[config.mk]
export PLATFORM = sky130hd
export DESIGN_NAME = wtsp_div_cell
export DESIGN_NICKNAME = d
export VERILOG_FILES = /design/src/rtl/assert_macros.svh /design/src/rtl/wtsp_pkg.sv /design/src/rtl/wtsp_div_cell.sv
export SDC_FILE = /design/constraint.sdc
export NUM_CORES = 1
export LEC_CHECK = 0
export BUFFER_PORTS_ARGS = -buffer_cell sky130_fd_sc_hd__buf_4
export CORE_MARGIN = 2
export CORE_UTILIZATION = 52
export CTS_BUF_LIST = sky130_fd_sc_hd__clkbuf_16
export CTS_CLUSTER_DIAMETER = 40
export DETAILED_ROUTE_END_ITERATION = 7
export GPL_TIMING_DRIVEN = 0
export PLACE_DENSITY_LB_ADDON = 0.1
export SYNTH_ARGS = -nofsm -noshare
export SYNTH_HDL_FRONTEND = slang
export SYNTH_SLANG_ARGS = --single-unit
[constraint.sdc]
create_clock -name clk_i -period 8.2 [get_ports clk_i]
set_clock_uncertainty 0.15 [all_clocks]
set_input_delay 1.64 -clock clk_i [delete_from_list [all_inputs] [get_ports clk_i]]
set_output_delay 1.64 -clock clk_i [all_outputs]
set_load 0.02 [all_outputs]
[src/rtl/assert_macros.svh]
// Assertion macros used by the top-level RTL file
`ifndef ASSERT_MACROS_SVH
`define ASSERT_MACROS_SVH
`ifndef SYNTHESIS
`define WTSP_ASSERT(label, prop) \
  label: assert property (@(posedge clk_i) disable iff (!rst_ni) prop) \
    else $error("assertion failed");
`define WTSP_ASSERT_IMPL(label, ante, cons) \
  label: assert property (@(posedge clk_i) disable iff (!rst_ni) (ante) |-> (cons)) \
    else $error("assertion failed");
`else
`define WTSP_ASSERT(label, prop)
`define WTSP_ASSERT_IMPL(label, ante, cons)
`endif
`endif

[src/rtl/wtsp_pkg.sv]
// Types and constants of the world-to-screen projection block
package wtsp_pkg;
  localparam int unsigned CoefW   = 16;
  localparam int unsigned PointW  = 32;
  localparam int unsigned ProdW   = 48;
  localparam int unsigned AccW    = 50;
  localparam int unsigned FracW   = 12;
  localparam int unsigned RowW    = 38;
  localparam int unsigned NumW    = 54;
  localparam int unsigned DivW    = 38;
  localparam int unsigned QW      = 16;
  localparam int unsigned SizeW   = 14;
  localparam int unsigned CfgIdxW = 4;
  localparam int unsigned CfgDatW = 48;
  localparam logic signed [RowW-1:0] NearLimit = RowW'(401);

  typedef enum logic [CfgIdxW-1:0] {
    REG_RIGHT_COEF = 4'd0,
    REG_UP_COEF    = 4'd1,
    REG_DEPTH_COEF = 4'd2,
    REG_RIGHT_OFF  = 4'd3,
    REG_UP_OFF     = 4'd4,
    REG_DEPTH_OFF  = 4'd5,
    REG_WIDTH      = 4'd6,
    REG_HEIGHT     = 4'd7
  } reg_idx_e;

  typedef struct packed {
    logic [3*CoefW-1:0]        right_coef;
    logic [3*CoefW-1:0]        up_coef;
    logic [3*CoefW-1:0]        depth_coef;
    logic signed [PointW-1:0]  right_off;
    logic signed [PointW-1:0]  up_off;
    logic signed [PointW-1:0]  depth_off;
    logic [SizeW-1:0]          width;
    logic [SizeW-1:0]          height;
  } cfg_t;

  typedef struct packed {
    logic            visible;
    logic            neg_x;
    logic            neg_y;
    logic [NumW-1:0] rem_x;
    logic [NumW-1:0] rem_y;
    logic [DivW-1:0] divisor;
    logic [QW-1:0]   q_x;
    logic [QW-1:0]   q_y;
  } div_t;
endpackage

[src/rtl/wtsp_div_cell.sv]
// One restoring-division cell: settles one quotient bit for both lanes
module wtsp_div_cell #(
  parameter int unsigned SHIFT = 0
) (
  input  logic            clk_i,
  input  logic            rst_ni,
  input  logic            in_valid_i,
  output logic            in_ready_o,
  input  wtsp_pkg::div_t  in_i,
  output logic            out_valid_o,
  input  logic            out_ready_i,
  output wtsp_pkg::div_t  out_o
);
  import wtsp_pkg::*;

  logic            valid_q;
  div_t            data_d, data_q;
  logic [NumW:0]   step, trial_x, trial_y;

  assign in_ready_o = !valid_q || out_ready_i;

  always_comb begin
    step    = (NumW+1)'(in_i.divisor) << SHIFT;
    trial_x = {1'b0, in_i.rem_x} - step;
    trial_y = {1'b0, in_i.rem_y} - step;
    data_d  = in_i;
    if (!trial_x[NumW]) begin
      data_d.rem_x      = trial_x[NumW-1:0];
      data_d.q_x[SHIFT] = 1'b1;
    end
    if (!trial_y[NumW]) begin
      data_d.rem_y      = trial_y[NumW-1:0];
      data_d.q_y[SHIFT] = 1'b1;
    end
  end

  always_ff @(posedge clk_i or negedge rst_ni) begin
    if (!rst_ni) begin
      valid_q <= 1'b0;
    end else if (in_ready_o) begin
      valid_q <= in_valid_i;
    end
  end

  always_ff @(posedge clk_i) begin
    if (in_ready_o) data_q <= data_d;
  end

  assign out_valid_o = valid_q;
  assign out_o       = data_q;
endmodule

==> Word level (Yosys, flattened, before mapping) <==
Cells that the tools add are included.
{ "classes": {"n_addsub": 2, "mux": 2, "reduce_logical": 2} }
{ "op_table": {"columns": ["op", "count"], "rows": [
  ["54-bit by 38-bit subtractor with 55-bit output", 2],
  ["54-bit 2-to-1 mux", 2],
  ["1-bit zero test", 1],
  ["1-bit logical OR", 1]
]} }
{ "totals": {"register_bits": 182, "in_bits": 185, "out_inout_bits": 183} }

==> Logic depth before layout (Yosys ltp) <==
{ "logic_depth": {"depth_word": 2, "depth_mapped": 15, "ltp_nobuf": 13} }

==> Worst setup path after synthesis <==
OpenSTA, ideal clock, no wires.
{ "synth_timing": {"path_type": "input to output", "from": "input port out_ready_i", "to": "output port in_ready_o", "arrival_time_ns": 6.145, "t_required_ns": 6.410, "slack_ns": 0.265, "stages": 1, "path_buffers": 0, "cell_sequence": "nand2b_1"} }
{ "synth_via": {"elab_chain_cells": 1} }
{ "synth_lines": {"columns": ["element", "line_no", "rtl"], "rows": [
  ["from (decl)", "wtsp_div_cell.sv:11", "input logic out_ready_i,"],
  ["1-bit logical OR", "wtsp_div_cell.sv:20", "assign in_ready_o = !valid_q || out_ready_i;"],
  ["to (decl)", "wtsp_div_cell.sv:8", "output logic in_ready_o,"]
]} }
Every way passes these cells.

==> summary.md <==
| Metric | Value |
|---|---|
| Reg2Reg Setup Slack | 6290 ps |
| Post-CTS Resized | 0 |
| Drt first pass iters | 8 |
| Area of the multi-input gates | 5600 um2 |
| Antenna cells | 0 |
| Starting Density | 0.528 |
| CP startpoint kind | input pin |
| Min-Delay Path Depth | 1 |
| Worst reg2reg startpoint | out_valid_o |
| Largest net degree at the start of global routing | 67 |
| Largest family of logic cells by synthesized area | compound AO/OA/AOI/OAI gates |
| Worst Hold Path EP | out_o[21] |
| Hold Crit Class | reg -> reg |
| Hold buffer count at CTS | 0 |
| Critical Path AT | 5020 ps |
| Tcrit/Tclk final | 0.612 |
| Status | finished clean |
| Via count | 10400 |
| Die Ht | 153 um |
| Pint | 1.97 mW |
| RSZ-0062 raised after global routing | no |
| EDFF count, synth | 181 |
| P per Cell Area | 191 nW/um2 |
| Hold Fails Final Rpt | 0 |
| Data required, critical path | 8200 ps |
| Final min period | 5020 ps |
| Post-synth top area share | 0.473 |
| Vias per std cell | 5.69 |
| Mux contribution to synthesized area | 0.00283 |
| # rows | 54 |
| R2r endpoint | out_o[167] |
| Setup crit end kind | flip-flop |
| Post-CTS repair timing setup buffer count | 0 |
| Syn_nets | 1416 |
| Chip width | 153 um |
| Biggest area consumer among synthesized cells | edfxtp_1 |
| Kind of critical path | in -> reg |
| Main synth FF type | edfxtp_1 |
| Area growth syn-to-layout | 32.6% |
| Synth async-reset ratio | 0.00549 |
| Slew HR | 0.266 |
| Yosys reg bits | 182 |
| Clk sinks | 182 |
| Peak Freq | 0.199 GHz |
| Core Footprint | 21800 um2 |
| Post-layout instance area | 15200 um2 |
| Final setup fails | 0 |
| Worst-Margin Slew | 1070 ps |
| Crit-path slowest cell | buf_1 |
| Placed cell areas | 14700 um2 |
| Seq pwr share | 0.412 |
| Number of buffers added on ports | 367 |
| Simple-gate share of the synthesized area | 0.142 |
| Final WS setup | 3180 ps |
| Antenna Violating Nets Remaining | 0 |
| Drt first-iter violations | 918 |
| Fin. max-slew vios | 0 |
| Fraction of layout cells with a size suffix above 1 | 0.273 |
| Cell Area, Synth | 11500 um2 |
| Mapped Cells | 1153 |
| Switching pwr | 0.947 mW |
| Initial antenna violation count | 0 |
| Leakage power | 6.45 nW |
| Clock latency on the worst-skew pair | 440 ps |
| YS warnings | 0 |
| Netlist cell types | 69 |
| Max FO, Critical Path | 10 |
| DP Wirelength | 28.5 mm |
| Max incr delay on CP | 470 ps |
| Peak VDD IR | 0.140 mV |
| Root Buffer | clkbuf_16 |
| Post-route DRC violation count | 0 |
| Worst path depth | 15 |
| Die ar. | 23300 um2 |
| Combinational share of power | 0.309 |
| Detailed Route WL | 35.7 mm |
| Max_cap viols | 0 |
| Clk pwr share | 0.279 |
| Vias in the first global route | 9908 |
| Sw frac | 0.325 |
| Adder-cell share of the synthesized area | 0.0862 |
| Top post-synthesis cells by area | edfxtp_1, ha_1, a21oi_1 |
| Total grt overflow | 0 |
| Clk buf depth | 2 |
| Placer Congestion | 0.920 |
| Register area | 5460 um2 |
| Pre-CTS WS | 2720 ps |
| Synth Area in XOR/XNOR | 0.0777 |
| CP top delay family | compound AO/OA/AOI/OAI gates |
| Fill cell count | 1736 |
| Total track usage | 0.296 |
| H-tree depth | 4 |
| Fin nets | 1805 |
| Critical path cell sequence | buf_4, inv_1, ha_1, inv_1, fa_1, a21o_1, a221o_1, a21oi_1, a21o_1, a21oi_1, o21ai_1, and2_1, clkbuf_1, buf_1, o21ai_1 |
| Syn_area_per_cell | 9.97 um2 |
| First-pass GRT wire length | 54.0 mm |
| Register area share after synthesis | 0.475 |
| Worst r2r path cells | 3 |
| Compound-gate portion of the synthesized area | 0.179 |
| Worst Hold Launch | out_valid_o |
| Clock Pin Slew Worst Setup and Hold Paths | 80 ps |
| IO Count | 368 |
| CTS tree | done |
| Clock buffer count from CTS | 17 |
| Buf/Inv on CP | 5 |
| Post-DR wirelength/cell | 19.5 um |
per-layer routing:
| metal | vias to the layer above | GRT usage | routed length, um |
|---|---|---|---|
| met5 | - | 0 | 0 |
| met4 | 0 | 0.0930 | 888 |
| met3 | 52 | 0.0461 | 2490 |
| met2 | 488 | 0.503 | 17300 |
| met1 | 4854 | 0.391 | 15000 |
| li1 | 5042 | - | - |
through the flow:
step	total power, mW	TNS, ps	std cells	util	hold slack, ps
after CTS	2.92	0	1835	0.701	797
after global placement	2.11	-47770	1800	0.671	1270
after detailed placement	2.11	0	1803	0.674	778
final	2.91	0	1835	0.701	784
after global routing	3.03	0	1835	0.701	797
after floorplan	1.75	0	1153	-	1190
how the worst max path moves through the flow:
stage           startpoint    endpoint
2_1_floorplan  out_ready_i  in_ready_o
3_3_place_gp   out_ready_i  in_ready_o
3_5_place_dp     in_i[124]  out_o[157]
4_1_cts          in_i[124]  out_o[158]
5_1_grt          in_i[124]  out_o[157]
6_report          in_i[70]   out_o[98]
synth_stat cells (all sizes together), types with 3 or more instances:
master     n
a21o      28
nand2    123
nor3      26
o21a       8
buf       18
o211ai    12
nor4      10
a211o      3
nand2b    16
inv       56
a211oi     9
nor2b     11
nand4     23
nand3     23
o21ai     97
ha        76
o2111ai    7
and3       5
a21oi    116
nor2      74
a221oi     3
xnor2     54
clkbuf    36
o31ai      4
edfxtp   181
o21bai    13
a2111oi    7
and2       5
or3       13
a31oi     10
xor2      48
sequential cells by signal, indices dropped and copies added (netlist names):
| register | flops |
|---|---|
| out_o | 181 |
| out_valid_o | 1 |
logic make-up after synthesis:
group,after synthesis
flip-flops,182
AO/OA/AOI/OAI,334
AND/OR/NAND/NOR,344
adder cells (fa/ha/maj),78
multiplexers,3
buffers and inverters,110
XOR/XNOR,102
worst register-to-register path: stages, from the launching register on:
cell and delay (ps):
dfrtp_1 420, nand2b_4 370, buf_12 310, buf_12 310
power by group through the flow:
stage | clock network, mW | logic [mW] | registers, mW
after floorplan | 0 | 0.373 | 1.38
after global placement | 0 | 0.873 | 1.23
after detailed placement | 0 | 0.887 | 1.22
after CTS | 0.824 | 0.893 | 1.20
after global routing | 0.859 | 0.964 | 1.21
final | 0.814 | 0.899 | 1.20
final cells by class:
cell class                 count  share of cell area
timing repair buffer         370               0.185
buffer                        54              0.0148
inverter                      56              0.0138
multi-input combinational    861               0.368
sequential                   182               0.358
clock buffer                  17              0.0279
tap                          280              0.0230
clock inverter                15             0.00944
cell usage in the layout (no fill, tap or decap), drive strengths merged, types with 9 or more instances in the layout:
master,synthesis,final
o21bai,13,13
xnor2,54,54
a211oi,9,9
nand2b,16,16
a31oi,10,10
nor2b,11,11
nor2,74,74
edfxtp,181,181
o21ai,97,97
nand2,123,123
a21oi,116,116
a21o,28,28
xor2,48,48
or3,13,13
nor3,26,26
buf,18,388
ha,76,76
clkbuf,36,53
inv,56,63
nand3,23,23
nand4,23,23
o211ai,12,12
nor4,10,10
Power figures use the tool's default switching activity.
